$ cat config.mk
export PLATFORM = sky130hd
export DESIGN_NAME = string_literal_escape_decoder
export DESIGN_NICKNAME = d
export VERILOG_FILES = /design/src/hw/rtl/sled_pkg.sv /design/src/hw/rtl/sled_decode.sv /design/src/hw/rtl/sled_outbuf.sv /design/src/hw/rtl/string_literal_escape_decoder.sv
export SDC_FILE = /design/constraint.sdc
export NUM_CORES = 1
export LEC_CHECK = 0
export BUFFER_PORTS_ARGS = -buffer_cell sky130_fd_sc_hd__buf_2
export CAP_MARGIN = 20
export CORE_MARGIN = 5
export CORE_UTILIZATION = 30
export DETAILED_ROUTE_END_ITERATION = 8
export GPL_ROUTABILITY_DRIVEN = 0
export GPL_TIMING_DRIVEN = 0
export SETUP_SLACK_MARGIN = 0.4
export SLEW_MARGIN = 20
export SYNTH_ARGS = -nofsm -noshare
export SYNTH_HDL_FRONTEND = slang
export SYNTH_SLANG_ARGS = --single-unit
$ cat constraint.sdc
create_clock -name clk -period 6.61 [get_ports clk]
set_clock_uncertainty 0.15 [all_clocks]
set_input_delay 0.3305 -clock clk [delete_from_list [all_inputs] [get_ports clk]]
set_output_delay 0.3305 -clock clk [all_outputs]
set_load 0.02 [all_outputs]
$ cat src/hw/rtl/sled_pkg.sv
// ----------------------------------------------------------------------------
// sled_pkg
// Shared types, character codes and helpers for the escape decoder.
// ----------------------------------------------------------------------------
`timescale 1ns / 1ps
`default_nettype none

package sled_pkg;

  localparam int MAX_LEN    = 4096;
  localparam int KEEP_LIMIT = (MAX_LEN < 8191) ? MAX_LEN : 8191;
  localparam int KEPT_W     = 13;

  // Character codes
  localparam logic [7:0] CH_LF   = 8'h0A;
  localparam logic [7:0] CH_CR   = 8'h0D;
  localparam logic [7:0] CH_TAB  = 8'h09;
  localparam logic [7:0] CH_ESC  = 8'h1B;
  localparam logic [7:0] CH_DQ   = 8'h22;
  localparam logic [7:0] CH_BSL  = 8'h5C;
  localparam logic [7:0] CH_LC_N = 8'h6E;
  localparam logic [7:0] CH_LC_T = 8'h74;
  localparam logic [7:0] CH_LC_R = 8'h72;
  localparam logic [7:0] CH_LC_E = 8'h65;

  localparam logic [KEPT_W-1:0] KEEP_MAX = KEPT_W'(KEEP_LIMIT);

  // Decoder state carried from one body byte to the next
  typedef struct packed {
    logic              esc_pend;
    logic              ecr_pend;
    logic [7:0]        prev_byte;
    logic              first;
    logic [15:0]       line;
    logic [15:0]       col;
    logic [KEPT_W-1:0] kept;
    logic              ovf;
  } sled_state_t;

  // One decoded output byte with its own count and truncation status
  typedef struct packed {
    logic [7:0]        data;
    logic              has;
    logic              trunc;
    logic [KEPT_W-1:0] kept;
  } sled_slot_t;

  // Everything one body byte produces: one or two slots plus shared fields
  typedef struct packed {
    sled_slot_t  slot0;
    sled_slot_t  slot1;
    logic        two;
    logic        bad;
    logic        last;
    logic [15:0] line;
    logic [15:0] col;
  } sled_result_t;

  function automatic logic [15:0] sat_inc16(input logic [15:0] v);
    sat_inc16 = (v == 16'hFFFF) ? v : v + 16'd1;
  endfunction

endpackage

`default_nettype wire

$ cat src/hw/rtl/sled_decode.sv
// ----------------------------------------------------------------------------
// sled_decode
// Single-pass escape decode of one body byte: next state and result pair.
// ----------------------------------------------------------------------------
`timescale 1ns / 1ps
`default_nettype none

module sled_decode (
  input  wire sled_pkg::sled_state_t  st,
  input  wire                         crlf_on,
  input  wire [7:0]                   in_byte,
  input  wire                         is_last,
  output sled_pkg::sled_state_t       st_next,
  output sled_pkg::sled_result_t      res
);
  import sled_pkg::*;

  sled_state_t       base;
  logic [1:0]        n_emit;
  logic [7:0]        e0;
  logic [7:0]        e1;
  logic              bad;
  logic              do_raw;
  logic              ok0;
  logic              ok1;
  logic [KEPT_W-1:0] cnt1;
  logic [KEPT_W-1:0] cnt2;
  logic              ovf1;
  logic              ovf2;

  // Byte classification and state update
  always_comb begin
    base = st;
    if (st.first) begin
      base.line     = '0;
      base.col      = '0;
      base.kept     = '0;
      base.ovf      = 1'b0;
      base.esc_pend = 1'b0;
      base.ecr_pend = 1'b0;
    end
    st_next           = base;
    st_next.first     = is_last;
    st_next.prev_byte = in_byte;
    n_emit = 2'd0;
    e0     = '0;
    e1     = '0;
    bad    = 1'b0;
    do_raw = 1'b0;

    if (base.ecr_pend) begin
      // backslash CR seen: LF completes the continuation, else raw byte
      st_next.ecr_pend = 1'b0;
      if (in_byte == CH_LF) begin
        st_next.line = sat_inc16(base.line);
        st_next.col  = '0;
      end else begin
        do_raw = 1'b1;
      end
    end else if (base.esc_pend) begin
      st_next.esc_pend = 1'b0;
      st_next.col      = sat_inc16(base.col);
      unique case (in_byte)
        CH_CR: st_next.ecr_pend = 1'b1;
        CH_LF: begin
          st_next.line = sat_inc16(base.line);
          st_next.col  = '0;
        end
        CH_BSL: begin
          n_emit = 2'd1;
          e0     = CH_BSL;
        end
        CH_DQ: begin
          n_emit = 2'd1;
          e0     = CH_DQ;
        end
        CH_LC_N: begin
          if (crlf_on) begin
            n_emit = 2'd2;
            e0     = CH_CR;
            e1     = CH_LF;
          end else begin
            n_emit = 2'd1;
            e0     = CH_LF;
          end
        end
        CH_LC_T: begin
          n_emit = 2'd1;
          e0     = CH_TAB;
        end
        CH_LC_R: begin
          n_emit = 2'd1;
          e0     = CH_CR;
        end
        CH_LC_E: begin
          n_emit = 2'd1;
          e0     = CH_ESC;
        end
        default: begin
          n_emit = 2'd1;
          e0     = in_byte;
          bad    = 1'b1;
        end
      endcase
    end else begin
      do_raw = 1'b1;
    end

    // Raw (unescaped) byte
    if (do_raw) begin
      if (in_byte == CH_LF) begin
        st_next.line = sat_inc16(base.line);
        st_next.col  = '0;
      end else begin
        st_next.col  = sat_inc16(base.col);
      end
      if (in_byte == CH_BSL) begin
        st_next.esc_pend = 1'b1;
      end else if (crlf_on && !st.first && base.prev_byte != CH_CR &&
                   in_byte == CH_LF) begin
        n_emit = 2'd2;
        e0     = CH_CR;
        e1     = CH_LF;
      end else begin
        n_emit = 2'd1;
        e0     = in_byte;
      end
    end

    // Closing quote column, plus one for a dangling backslash
    if (is_last) begin
      if (st_next.esc_pend) begin
        st_next.col = sat_inc16(st_next.col);
      end
      st_next.col      = sat_inc16(st_next.col);
      st_next.esc_pend = 1'b0;
      st_next.ecr_pend = 1'b0;
    end

    // Keep-limit accounting for up to two emitted bytes
    ok0  = (n_emit != 2'd0) && (base.kept < KEEP_MAX);
    cnt1 = base.kept + KEPT_W'(ok0);
    ovf1 = base.ovf | ((n_emit != 2'd0) && !ok0);
    ok1  = (n_emit == 2'd2) && (cnt1 < KEEP_MAX);
    cnt2 = cnt1 + KEPT_W'(ok1);
    ovf2 = ovf1 | ((n_emit == 2'd2) && !ok1);

    st_next.kept = cnt2;
    st_next.ovf  = ovf2;
  end

  // Result pair
  always_comb begin
    res.slot0.data  = ok0 ? e0 : 8'h00;
    res.slot0.has   = ok0;
    res.slot0.trunc = ovf1;
    res.slot0.kept  = cnt1;
    res.slot1.data  = ok1 ? e1 : 8'h00;
    res.slot1.has   = ok1;
    res.slot1.trunc = ovf2;
    res.slot1.kept  = cnt2;
    res.two         = (n_emit == 2'd2);
    res.bad         = bad;
    res.last        = is_last;
    res.line        = st_next.line;
    res.col         = st_next.col;
  end

endmodule

`default_nettype wire

$ cat src/hw/rtl/sled_outbuf.sv
// ----------------------------------------------------------------------------
// sled_outbuf
// Result register holding one or two decoded bytes, drained one per request.
// ----------------------------------------------------------------------------
`timescale 1ns / 1ps
`default_nettype none

module sled_outbuf (
  input  wire                          clk,
  input  wire                          rst,
  input  wire                          load,
  input  wire sled_pkg::sled_result_t  res_in,
  output logic                         free,
  output logic                         out_valid,
  input  wire                          out_stall,
  output logic [7:0]                   out_byte,
  output logic                         has_data,
  output logic                         bad_escape,
  output logic                         truncated,
  output logic [15:0]                  line_advance,
  output logic [15:0]                  column,
  output logic [sled_pkg::KEPT_W-1:0]  kept_count,
  output logic                         end_mark
);
  import sled_pkg::*;

  sled_result_t res;
  logic         rvalid;
  logic         sel;
  logic         fire;
  logic         pop;
  sled_slot_t   cur;

  assign fire = rvalid && !out_stall;
  assign pop  = fire && (!res.two || sel);
  assign free = !rvalid || pop;

  // Control: valid and slot select
  always_ff @(posedge clk) begin
    if (rst) begin
      rvalid <= 1'b0;
      sel    <= 1'b0;
    end else if (load) begin
      rvalid <= 1'b1;
      sel    <= 1'b0;
    end else if (pop) begin
      rvalid <= 1'b0;
      sel    <= 1'b0;
    end else if (fire) begin
      sel    <= 1'b1;
    end
  end

  // Payload
  always_ff @(posedge clk) begin
    if (load) begin
      res <= res_in;
    end
  end

  assign cur          = sel ? res.slot1 : res.slot0;
  assign out_valid    = rvalid;
  assign out_byte     = cur.data;
  assign has_data     = cur.has;
  assign truncated    = cur.trunc;
  assign kept_count   = cur.kept;
  assign bad_escape   = res.bad;
  assign line_advance = res.line;
  assign column       = res.col;
  assign end_mark     = res.last && (!res.two || sel);

endmodule

`default_nettype wire

$ cat src/hw/rtl/string_literal_escape_decoder.sv
// ----------------------------------------------------------------------------
// string_literal_escape_decoder
// Decodes backslash escapes in string literal body bytes, with line/column
// tracking, optional CR LF expansion and a kept-byte limit.
// ----------------------------------------------------------------------------
//  channel | dir | handshake              | payload
//  --------+-----+------------------------+-------------------------------------
//  in      | in  | in_valid / in_stall    | in_byte, is_last
//  out     | out | out_valid / out_stall  | out_byte, has_data, bad_escape,
//          |     |                        | truncated, line_advance, column,
//          |     |                        | kept_count, end_mark
//  cfg     | in  | cfg_valid / cfg_ready  | crlf_mode
//
//  An input request passes through the input register, then the result
//  register. One byte per cycle sustained while out_stall is low; a byte that
//  expands to CR LF holds the result register for two output requests, so the
//  input stalls meanwhile. Synchronous reset returns to the start of a literal
//  with crlf_mode 0. out_stall back-pressures straight to in_stall.
// ----------------------------------------------------------------------------
`timescale 1ns / 1ps
`default_nettype none

module string_literal_escape_decoder (
  input  wire                          clk,
  input  wire                          rst,
  input  wire                          in_valid,
  output logic                         in_stall,
  input  wire [7:0]                    in_byte,
  input  wire                          is_last,
  output logic                         out_valid,
  input  wire                          out_stall,
  output logic [7:0]                   out_byte,
  output logic                         has_data,
  output logic                         bad_escape,
  output logic                         truncated,
  output logic [15:0]                  line_advance,
  output logic [15:0]                  column,
  output logic [sled_pkg::KEPT_W-1:0]  kept_count,
  output logic                         end_mark,
  input  wire                          cfg_valid,
  output logic                         cfg_ready,
  input  wire                          crlf_mode
);
  import sled_pkg::*;

  logic         crlf_on;
  logic         svalid;
  logic [7:0]   sbyte;
  logic         slast;
  logic         rfree;
  logic         advance;
  sled_state_t  st;
  sled_state_t  st_next;
  sled_result_t res_d;

  assign cfg_ready = 1'b1;
  assign advance   = svalid && rfree;
  assign in_stall  = svalid && !rfree;

  // Configuration register
  always_ff @(posedge clk) begin
    if (rst) begin
      crlf_on <= 1'b0;
    end else if (cfg_valid && cfg_ready) begin
      crlf_on <= crlf_mode;
    end
  end

  // Input register
  always_ff @(posedge clk) begin
    if (rst) begin
      svalid <= 1'b0;
    end else if (!in_stall) begin
      svalid <= in_valid;
    end
  end

  always_ff @(posedge clk) begin
    if (in_valid && !in_stall) begin
      sbyte <= in_byte;
      slast <= is_last;
    end
  end

  // Decoder state, updated as each byte moves into the result register
  always_ff @(posedge clk) begin
    if (rst) begin
      st.esc_pend  <= 1'b0;
      st.ecr_pend  <= 1'b0;
      st.prev_byte <= '0;
      st.first     <= 1'b1;
      st.line      <= '0;
      st.col       <= '0;
      st.kept      <= '0;
      st.ovf       <= 1'b0;
    end else if (advance) begin
      st <= st_next;
    end
  end

  sled_decode u_decode (
    .st      (st),
    .crlf_on (crlf_on),
    .in_byte (sbyte),
    .is_last (slast),
    .st_next (st_next),
    .res     (res_d)
  );

  sled_outbuf u_outbuf (
    .clk          (clk),
    .rst          (rst),
    .load         (advance),
    .res_in       (res_d),
    .free         (rfree),
    .out_valid    (out_valid),
    .out_stall    (out_stall),
    .out_byte     (out_byte),
    .has_data     (has_data),
    .bad_escape   (bad_escape),
    .truncated    (truncated),
    .line_advance (line_advance),
    .column       (column),
    .kept_count   (kept_count),
    .end_mark     (end_mark)
  );

endmodule

`default_nettype wire

==> metrics.md, run 1 <==
| Metric | Value |
|---|---|
| Tcrit/Tclk final | 0.9526 |
| Detailed Route WL | 26240 µm |
| Final hold vios | 0 |
| Distinct cell type count after synthesis | 91 |
| H-tree levels | 4 |
| Synth Net Count | 996 |
| Most frequent cells in the layout | nand2_1, nor2_1, edfxtp_1, buf_4, buf_2 |
| Clock Tree Root | clkbuf_16 |
| Number of synthesized flops with an enable pin | 83 |
| Critical path capture point type | flop |
| Die X | 180.6 µm |
| Final ANT Viol Nets | 0 |
| Starting DRT DRC Count | 787 |
| Largest cells by area after synthesis | edfxtp_1, dfxtp_1, nand2_1 |
| DR pass1 iterations | 5 |
| Commonest non-fill, non-tap cell in the layout | nand2_1 |
| Total gr overflow | 0 |
| CTS sink count | 144 |
| Final Non-Filler Cells | 1522 |
| PD cells | 200.3 mW/mm² |
| Busiest grt layer | met2 |
| CTS tree | done |
| WP data arrival | 6.47 ns |
| Avg Cell Area, Syn | 8.976 µm² |
| Number of synthesized register bits | 144 |
| Startpoint types | flop |
| Max-Cap Viols | 0 |
| Cell area after layout | 0.01114 mm² |
| M3 GR Usage | 0.03189 |
| Max-slew violations | 0 |
| Vias in the first global route | 7351 |
| Leakage power | 4.021 nW |
| Layout area overhead | 27.54% |
| Starting Density | 0.3043 |
| # diodes | 0 |
| Hold_ws | 0.01850 ns |
| Synth top area share | 0.2854 |
| Kind of critical path | reg2reg |
| Cells after DPL | 1431 |
| Share of cells above drive strength 1 | 0.2698 |
| Max_slew headroom | 0.4142 |
| Largest net degree at the start of global routing | 36 |
| Fmax | 158.8 MHz |
| Cells after Synth | 973 |
| Post-synthesis async set-or-reset flop share | 0 |
| Vias/cell | 5.225 |
| Total number of vias | 7952 |
| WHS Path Cells | 3 |
| Sequential share of the synthesized area | 0.4252 |
| Max incr delay on CP | 0.58 ns |
| Slew @ Worst Pin | 0.8672 ns |
| Clock slew at reported path FFs | 0.07 ns |
| Top cell type by total area after synthesis | edfxtp_1 |
| Rows | 62 |
| Io pins | 75 |
| GRT Util Overall | 0.1505 |
| Post-synth top flop | edfxtp_1 |
| Dpl hpwl | 18300 µm |
| Remaining DRCs | 0 |
| Synth warnings | 0 |
| First-pass GRT wire length | 39710 µm |
| M2 GR Usage | 0.2496 |
| Cell mode on critical path | buf_6 |
| Peak VDD IR | 0.1770 mV |
| GR Util met1 | 0.1945 |
| Status | finished clean |
| Synth Cell Area | 0.008733 mm² |
| Crit path time final | 6.297 ns |
| Full die area | 0.03262 mm² |
| Reg2Reg Depth | 29 |
| Initial antenna violation count | 0 |
| Setup Viol. Count Final | 0 |
| HP Class | in2reg |
| Clock buffer depth | 2 |
| Placeable Area | 0.02870 mm² |
| Post-DP Area | 0.009620 mm² |
| Total CTS buffers | 17 |
| Die height | 180.6 µm |
| Critical Path RT | 6.79 ns |
| CP max FO | 7 |
| Unrepaired setup endpoints after global routing | true |
| Skew-Pair Late Insertion Delay | 0.43 ns |
| IO buf count | 72 |
| Slowest CP cell | or4_4 |
| Avg WL per Cell | 17.24 µm |
| Number of nets in the layout | 1148 |
kinds of logic (layout without fill, tap and decap cells):
group | Yosys count | after routing | synth area share
other | 1 | 1 | 0.0004294
AND/OR/NAND/NOR | 471 | 471 | 0.2778
flip-flops | 144 | 144 | 0.4252
adder cells (fa/ha/maj) | 8 | 8 | 0.01146
XOR/XNOR | 51 | 51 | 0.05115
buffers and inverters | 98 | 263 | 0.06604
multiplexers | 26 | 26 | 0.03238
AO/OA/AOI/OAI | 174 | 174 | 0.1355
repair_timing:
action,in CTS,in global routing
endpoints found under the hold margin,11,0
hold buffers,11,0
endpoints found under the setup margin,45,39
resized for setup,30,62
pin swaps,15,28
setup buffers,13,35
metal layers:
layer / routed length (µm) / part of all wire / up-vias
li1: - / - / 3783
met1: 11330 / 0.43 / 3816
met2: 12580 / 0.48 / 270
met3: 1474 / 0.056 / 83
met4: 854 / 0.033 / 0
met5: 0 / 0 / -
layout make-up:
cell class	count	area, µm²
Inverter	20	75.07
Clock buffer	19	432.9
Buffer	78	558.0
Tap cell	384	480.5
Clock inverter	13	161.4
Fill cell	2897	17560
Multi-Input combinational cell	731	4786
Sequential cell	144	3717
Timing Repair Buffer	133	927.1
Yosys cell counts (4+ instances only):
| cell type | n |
|---|---|
| and3_2 | 4 |
| nand4_1 | 13 |
| o311ai_0 | 4 |
| or4_1 | 6 |
| mux2i_1 | 8 |
| nand2b_1 | 8 |
| o31a_1 | 5 |
| dfxtp_1 | 61 |
| xor2_1 | 23 |
| o21ai_0 | 33 |
| o21a_1 | 10 |
| nor4_1 | 14 |
| and3_1 | 10 |
| nor3b_1 | 13 |
| edfxtp_1 | 83 |
| a22oi_1 | 6 |
| a21oi_1 | 59 |
| nor2b_1 | 23 |
| nand2_1 | 137 |
| o211ai_1 | 4 |
| nor2_1 | 114 |
| buf_4 | 33 |
| inv_1 | 18 |
| a211oi_1 | 5 |
| buf_1 | 7 |
| nand3b_1 | 8 |
| or2_2 | 9 |
| clkbuf_1 | 26 |
| ha_1 | 8 |
| nand3_1 | 35 |
| nor3_1 | 34 |
| clkbuf_8 | 5 |
| and2_1 | 8 |
| or3_1 | 7 |
| xnor2_1 | 28 |
| mux2_2 | 18 |
stage by stage:
step | setup TNS [ns] | setup WS (ns) | total power [W] | utilization
2_1_floorplan | 0 | 0.4368 | 0.001162 | -
3_3_place_gp | -24.43 | -0.9614 | 0.001233 | 0.3337
3_5_place_dp | -23.89 | -0.9506 | 0.001236 | 0.3352
4_1_cts | 0 | 0.3452 | 0.002235 | 0.3684
5_1_grt | 0 | 0.1030 | 0.002314 | 0.3881
6_report | 0 | 0.3134 | 0.002231 | 0.3881
critical path: cells and delay by family (launching register included):
family                   cells  cell delay, ns
AO/OA/AOI/OAI                5            1.11
XOR/XNOR                     2            0.32
adder cells (fa/ha/maj)      2            0.37
buffers and inverters       10            1.28
flip-flops                   1            0.36
AND/OR/NAND/NOR             10            2.58
flip-flops by register name, indices dropped and copies added (netlist names):
register / count
u_outbuf.res: 41
u_outbuf.sel: 1
crlf_on: 1
st: 57
sbyte: 8
svalid: 1
u_outbuf.out_valid: 1
u_outbuf.line_advance: 16
u_outbuf.bad_escape: 1
u_outbuf.column: 16
slast: 1
power breakdown:
group / switching, W / internal [W]
Clock: 0.000390 / 0.000594
Combinational: 0.000143 / 0.0000917
Sequential: 0.0000251 / 0.000986
worst paths after layout:
path | slack [ns] | end | startpoint
worst min-delay path | 0.02 | crlf_on | cfg_valid
worst min register to register | 0.30 | st[1] | st[1]
worst max-delay path | 0.31 | st[27] | st[46]
worst max register to register | 0.31 | st[27] | st[46]
Power figures use the tool's default switching activity.
==> run 2, diff against run 1 <==
--- a/config.mk
+++ b/config.mk
@@ -7,11 +7,14 @@
 export LEC_CHECK = 0
 export BUFFER_PORTS_ARGS = -buffer_cell sky130_fd_sc_hd__buf_2
 export CAP_MARGIN = 20
+export CELL_PAD_IN_SITES_DETAIL_PLACEMENT = 1
+export CELL_PAD_IN_SITES_GLOBAL_PLACEMENT = 1
 export CORE_MARGIN = 5
 export CORE_UTILIZATION = 30
 export DETAILED_ROUTE_END_ITERATION = 8
 export GPL_ROUTABILITY_DRIVEN = 0
 export GPL_TIMING_DRIVEN = 0
+export PLACE_DENSITY_LB_ADDON = 0.15
 export SETUP_SLACK_MARGIN = 0.4
 export SLEW_MARGIN = 20
 export SYNTH_ARGS = -nofsm -noshare
==> metrics.md, run 2 (synthesis results as in run 1) <==
| Metric | Value |
|---|---|
| Cells after DPL | 1431 (unchanged) |
| Die X | 180.6 µm (unchanged) |
| Dpl hpwl | 21260 µm (+16%) |
| Hold Crit Start | in_valid |
| Comb power frac | 0.109 (+0.004) |
| Total CTS buffers | 17 (unchanged) |
| Start point of the critical path | st[46] |
| Clock slew at reported path FFs | 0.07 ns (about the same) |
| # fillers | 3382 (+17%) |
| Critical path capture point type | flop |
| DR pass1 iterations | 4 (-1) |
| Final Power | 0.002204 W (-1.2%) |
| Leakage power | 4.028 nW (+0.16%) |
| # diodes | 0 (unchanged) |
| IO buf count | 72 (unchanged) |
| Peak VDD IR | 0.1350 mV (-24%) |
| Initial antenna violation count | 0 (unchanged) |
| Vias/cell | 5.112 (-2.2%) |
| Startpoint types | flop |
| Clock Tree Root | clkbuf_16 |
| Biggest register | st |
| Skew-Pair Late Insertion Delay | 0.44 ns (about the same) |
| Largest net degree at the start of global routing | 35 (-2.8%) |
| Tcrit/Tclk final | 0.9485 (-0.004056) |
| Setup Viol. Count Final | 0 (unchanged) |
| Sequential Power Share | 0.459 (+0.006) |
| Setup TNS | 0 ns (unchanged) |
| CP max FO | 7 (unchanged) |
| Status | finished clean |
| Max-Cap Viols | 0 (unchanged) |
| Crit path time final | 6.270 ns (-0.02681 ns) |
| Kind of critical path | reg2reg |
| Commonest non-fill, non-tap cell in the layout | nand2_1 |
| Critical Path RT | 6.65 ns (-0.14 ns) |
| Die height | 180.6 µm (unchanged) |
| Full die area | 0.03262 mm² (unchanged) |
| Fmax | 159.5 MHz (+0.43%) |
| Number of nets in the layout | 1140 (-0.70%) |
| Hold_ws | 0.01591 ns (-0.002599 ns) |
| Vias in the first global route | 7684 (+4.5%) |
| Layout area overhead | 27.02% |
| PD cells | 198.7 mW/mm² (-0.80%) |
| First-pass GRT wire length | 44560 µm (+12%) |
| Final Non-Filler Cells | 1514 (-0.53%) |
| Starting Density | 0.3043 (unchanged) |
| Pint | 0.001577 W (-5.7%) |
| Unrepaired setup endpoints after global routing | true |
| WP data arrival | 6.31 ns (-0.16 ns) |
| Max-slew violations | 0 (unchanged) |
| Io pins | 75 (unchanged) |
| Placeable Area | 0.02870 mm² (unchanged) |
| Largest regs | st (57), u_outbuf.res (41) |
| Clock buffer depth | 2 (unchanged) |
| Final hold vios | 0 (unchanged) |
| CTS sink count | 144 (unchanged) |
| Final ANT Viol Nets | 0 (unchanged) |
| Rows | 62 (unchanged) |
| Worst r2r src | st[46] |
| Most frequent cells in the layout | nand2_1, nor2_1, edfxtp_1, buf_2, buf_4 |
| CTS tree | done |
| Net switching power | 0.0006270 W (+12%) |
| H-tree levels | 4 (unchanged) |
| Starting DRT DRC Count | 381 (-52%) |
| Switch share | 0.2845 (+0.03411) |
| Share of cells above drive strength 1 | 0.2726 (+0.002795) |
| GRT Util Overall | 0.1722 (+0.02167) |
| Detailed Route WL | 29090 µm (+11%) |
| Max_slew headroom | 0.3995 (-0.01477) |
| Cell area after layout | 0.01109 mm² (-0.40%) |
| HP Class | in2reg |
| Avg WL per Cell | 19.22 µm (+11%) |
| Slew @ Worst Pin | 0.8914 ns (+0.02417 ns) |
| Total gr overflow | 0 (unchanged) |
| Total number of vias | 7739 (-2.7%) |
| Post-DP Area | 0.009620 mm² (unchanged) |
| Largest register FFs | 57 (unchanged) |
| Remaining DRCs | 0 (unchanged) |
| Share of power burned in the clock network | 0.432 (-0.009) |
==> run 2: cell count changes in the layout (fill, tap and decap cells not counted), sizes merged <==
cell / previous run / this run
clkbuf: 47 / 48
buf: 171 / 160
clkinvlp: 3 / 2
bufinv: 3 / 0
inv: 21 / 27
==> run 2: what timing repair did <==
action                                 in CTS  in global routing
buffers inserted                           16                 24
pin swaps                                  17                 43
endpoints found under the hold margin      10                  0
setup endpoints to repair                  48                 44
hold buffers                               11                  0
resized for setup                          47                 49
==> run 2: final cells by class <==
class	instances	area, µm²	area share
inverters	20	75.07	0.006767
multi-input cells	731	4843	0.4366
clock inverters	15	142.6	0.01286
flip-flops and latches	144	3717	0.3351
plain buffers	78	579.3	0.05222
clock buffers	17	425.4	0.03835
well taps	384	480.5	0.04331
repair buffers	125	829.5	0.07478
==> run 2: final timing paths <==
kind	to	slack (ns)	depth (start not counted)
setup / recovery	u_outbuf.column[10]	0.34	27
hold / removal	svalid	0.02	3
setup reg to reg	u_outbuf.column[10]	0.34	27
hold reg to reg	st[47]	0.31	2
==> run 2: power groups by stage <==
| stage | logic (W) | clock network [W] | registers (W) |
|---|---|---|---|
| 2_1_floorplan | 0.000138 | 0 | 0.00102 |
| 3_3_place_gp | 0.000208 | 0 | 0.00103 |
| 3_5_place_dp | 0.000214 | 0 | 0.00103 |
| 4_1_cts | 0.000231 | 0.000977 | 0.00101 |
| 5_1_grt | 0.000261 | 0.00102 | 0.00102 |
| 6_report | 0.000241 | 0.000952 | 0.00101 |
==> run 2: worst max-delay path, stage by stage, from the launching register on <==
cell       delay [ns]
dfxtp_4          0.36
clkbuf_16        0.16
clkbuf_16        0.16
clkbuf_16        0.16
nor2b_4          0.11
ha_2             0.19
buf_8            0.11
nand3b_1         0.20
nor2_4           0.17
and3_4           0.19
buf_8            0.13
mux2i_4          0.08
nor2_2           0.17
ha_4             0.17
o21a_1           0.15
nand2_1          0.07
or4_4            0.57
or4_4            0.55
buf_6            0.15
buf_4            0.13
nand3b_1         0.18
mux2i_2          0.48
or2_2            0.28
nor3_4           0.08
buf_6            0.14
buf_4            0.13
o31a_2           0.33
o31a_1           0.28
==> run 2: stage by stage <==
stage               utilization  setup WS [ns]
floorplan                     -         0.4368
global placement         0.3337         -1.278
detailed placement       0.3352         -1.246
CTS                      0.3716         0.4094
global route             0.3865         0.1376
finish                   0.3865         0.3402
==> run 2: layer usage <==
layer  share of wire  GRT usage
met1            0.48     0.2344
met2            0.48     0.2914
met3           0.026    0.02140
met4           0.012    0.04235
met5               0          0
==> run 3, diff against run 2 <==
--- a/config.mk
+++ b/config.mk
@@ -10,7 +10,7 @@
 export CELL_PAD_IN_SITES_DETAIL_PLACEMENT = 1
 export CELL_PAD_IN_SITES_GLOBAL_PLACEMENT = 1
 export CORE_MARGIN = 5
-export CORE_UTILIZATION = 30
+export CORE_UTILIZATION = 42
 export DETAILED_ROUTE_END_ITERATION = 8
 export GPL_ROUTABILITY_DRIVEN = 0
 export GPL_TIMING_DRIVEN = 0
==> metrics.md, run 3 (synthesis results as in run 1) <==
| Metric | Value |
|---|---|
| Unrepaired setup endpoints after global routing | true |
| DR pass1 iterations | 5 (+1) |
| Commonest non-fill, non-tap cell in the layout | nand2_1 |
| GRT Util Overall | 0.2274 (+0.05524) |
| Vias in the first global route | 7918 (+3.0%) |
| CTS tree | done |
| Rows | 52 (-16%) |
| CP max FO | 8 (+1) |
| Die X | 154.2 µm (-15%) |
| Pint | 0.001605 W (+1.8%) |
| Placeable Area | 0.02036 mm² (-29%) |
| CTS sink count | 144 (unchanged) |
| Total CTS buffers | 17 (unchanged) |
| Final hold vios | 0 (unchanged) |
| Largest regs | st (57), u_outbuf.res (41) |
| Tcrit/Tclk final | 0.9395 (-0.009043) |
| Setup Viol. Count Final | 0 (unchanged) |
| Remaining DRCs | 0 (unchanged) |
| Switch share | 0.2701 (-0.01442) |
| Fmax | 161.0 MHz (+0.96%) |
| Total number of vias | 7954 (+2.8%) |
| HP Class | in2reg |
| Startpoint types | flop |
| Crit path time final | 6.210 ns (-0.05978 ns) |
| First-pass GRT wire length | 43150 µm (-3.2%) |
| Slew @ Worst Pin | 0.8402 ns (-0.05116 ns) |
| IO buf count | 72 (unchanged) |
| Max incr delay on CP | 0.57 ns (about the same) |
| Avg WL per Cell | 19.73 µm (+2.7%) |
| Leakage power | 3.947 nW (-2.0%) |
| Critical path capture point type | flop |
| Dpl hpwl | 19930 µm (-6.2%) |
| Max-Cap Viols | 0 (unchanged) |
| Largest net degree at the start of global routing | 36 (+2.9%) |
| Peak VDD IR | 0.1731 mV (+28%) |
| Kind of critical path | reg2reg |
| Initial antenna violation count | 1 (+1) |
| Starting DRT DRC Count | 592 (+55%) |
| Cell area after layout | 0.01086 mm² (-2.1%) |
| Clock slew at reported path FFs | 0.06 ns (about the same) |
| Comb power frac | 0.107 (-0.002) |
| Post-DP Area | 0.009478 mm² (-1.5%) |
| Vias/cell | 5.665 (+11%) |
| WP data arrival | 6.40 ns (+0.09 ns) |
| Net switching power | 0.0005938 W (-5.3%) |
| Skew-Pair Late Insertion Delay | 0.43 ns (about the same) |
| Max-slew violations | 0 (unchanged) |
| Detailed Route WL | 27700 µm (-4.8%) |
| Max_slew headroom | 0.4386 (+0.03918) |
| Biggest register | st |
| Die height | 154.2 µm (-15%) |
| # diodes | 0 (unchanged) |
| PD cells | 202.5 mW/mm² (+1.9%) |
| Number of nets in the layout | 1144 (+0.35%) |
| Hold_ws | 0.04419 ns (+0.02828 ns) |
| Slowest CP cell | or4_4 |
| Share of cells above drive strength 1 | 0.2654 (-0.007134) |
| Io pins | 75 (unchanged) |
| Layout area overhead | 24.30% |
| Critical Path RT | 6.80 ns (+0.15 ns) |
| H-tree levels | 4 (unchanged) |
| Status | finished clean |
| Total gr overflow | 0 (unchanged) |
| Starting Density | 0.4289 (+0.1246) |
| Sequential Power Share | 0.460 (about the same) |
| Clock buffer depth | 2 (unchanged) |
| Most frequent cells in the layout | nand2_1, nor2_1, edfxtp_1, buf_2, buf_4 |
| Largest register FFs | 57 (unchanged) |
| Final ANT Viol Nets | 0 (unchanged) |
| Clock Tree Root | clkbuf_16 |
| Full die area | 0.02378 mm² (-27%) |
| Share of power burned in the clock network | 0.433 (about the same) |
==> run 3: cell types whose count changed in the layout (fill, tap and decap cells not counted), moves of 3 or more <==
cell,previous run,this run
a21oi_1,54,57
buf_4,68,73
nand2_1,132,135
nor3_1,29,32
==> run 3: layout make-up <==
class / instances / area (µm²)
Multi-Input combinational cell: 731 / 4732
Clock buffer: 17 / 425.4
Buffer: 78 / 569.3
Inverter: 20 / 75.07
Clock inverter: 15 / 147.6
Tap cell: 270 / 337.8
Sequential cell: 144 / 3717
Fill cell: 2357 / 9509
Timing Repair Buffer: 129 / 850.8
==> run 3: final timing paths <==
kind,startpoint,endpoint,slack (ns),depth (start not counted)
worst max-delay path,st[46],st[14],0.40,28
worst min-delay path,cfg_valid,crlf_on,0.04,3
worst max register to register,st[46],st[14],0.40,28
worst min register to register,st[1],st[1],0.31,2
==> run 3: per-stage QoR <==
| stage | cells | total power (W) | utilization | setup WS, ns | setup TNS [ns] |
|---|---|---|---|---|---|
| after floorplan | 973 | 0.001162 | - | 0.4368 | 0 |
| after global placement | 1315 | 0.001234 | 0.4634 | -1.080 | -28.77 |
| after detailed placement | 1317 | 0.001240 | 0.4654 | -1.073 | -29.38 |
| after CTS | 1372 | 0.002207 | 0.5133 | 0.4195 | 0 |
| after global routing | 1404 | 0.002284 | 0.5331 | 0.2016 | 0 |
| final | 1404 | 0.002198 | 0.5331 | 0.4000 | 0 |
==> run 3: metal layers <==
layer / routed length (µm) / GRT usage
met2: 13550 / 0.3839
met3: 1193 / 0.03129
met5: 13 / 0
met1: 12450 / 0.3074
met4: 491 / 0.06140
==> run 3: what timing repair did <==
| item | 4_1_cts | 5_1_grt |
|---|---|---|
| resized for setup | 40 | 37 |
| setup endpoints to repair | 46 | 37 |
| pin swaps | 15 | 24 |
| hold buffers | 10 | 0 |
| setup buffers | 13 | 31 |
| gates cloned | 0 | 1 |
| hold endpoints to repair | 10 | 0 |
==> run 3: critical path: cells and delay by family (launching register included) <==
kind / cells / cell delay, ns
and+or+nand+nor: 11 / 2.86
buffers and inverters: 9 / 1.19
AOI/OAI and AO/OA: 5 / 1.11
DFF: 1 / 0.36
adders and majority gates: 2 / 0.32
xor gates and xnor gates: 1 / 0.12
==> run 3: power groups by stage <==
stage	clock network [W]	registers [W]	logic (W)
finish	0.000952	0.00101	0.000235
global route	0.00102	0.00101	0.000254
CTS	0.000970	0.00101	0.000225
detailed placement	0	0.00103	0.000210
global placement	0	0.00103	0.000202
floorplan	0	0.00102	0.000138
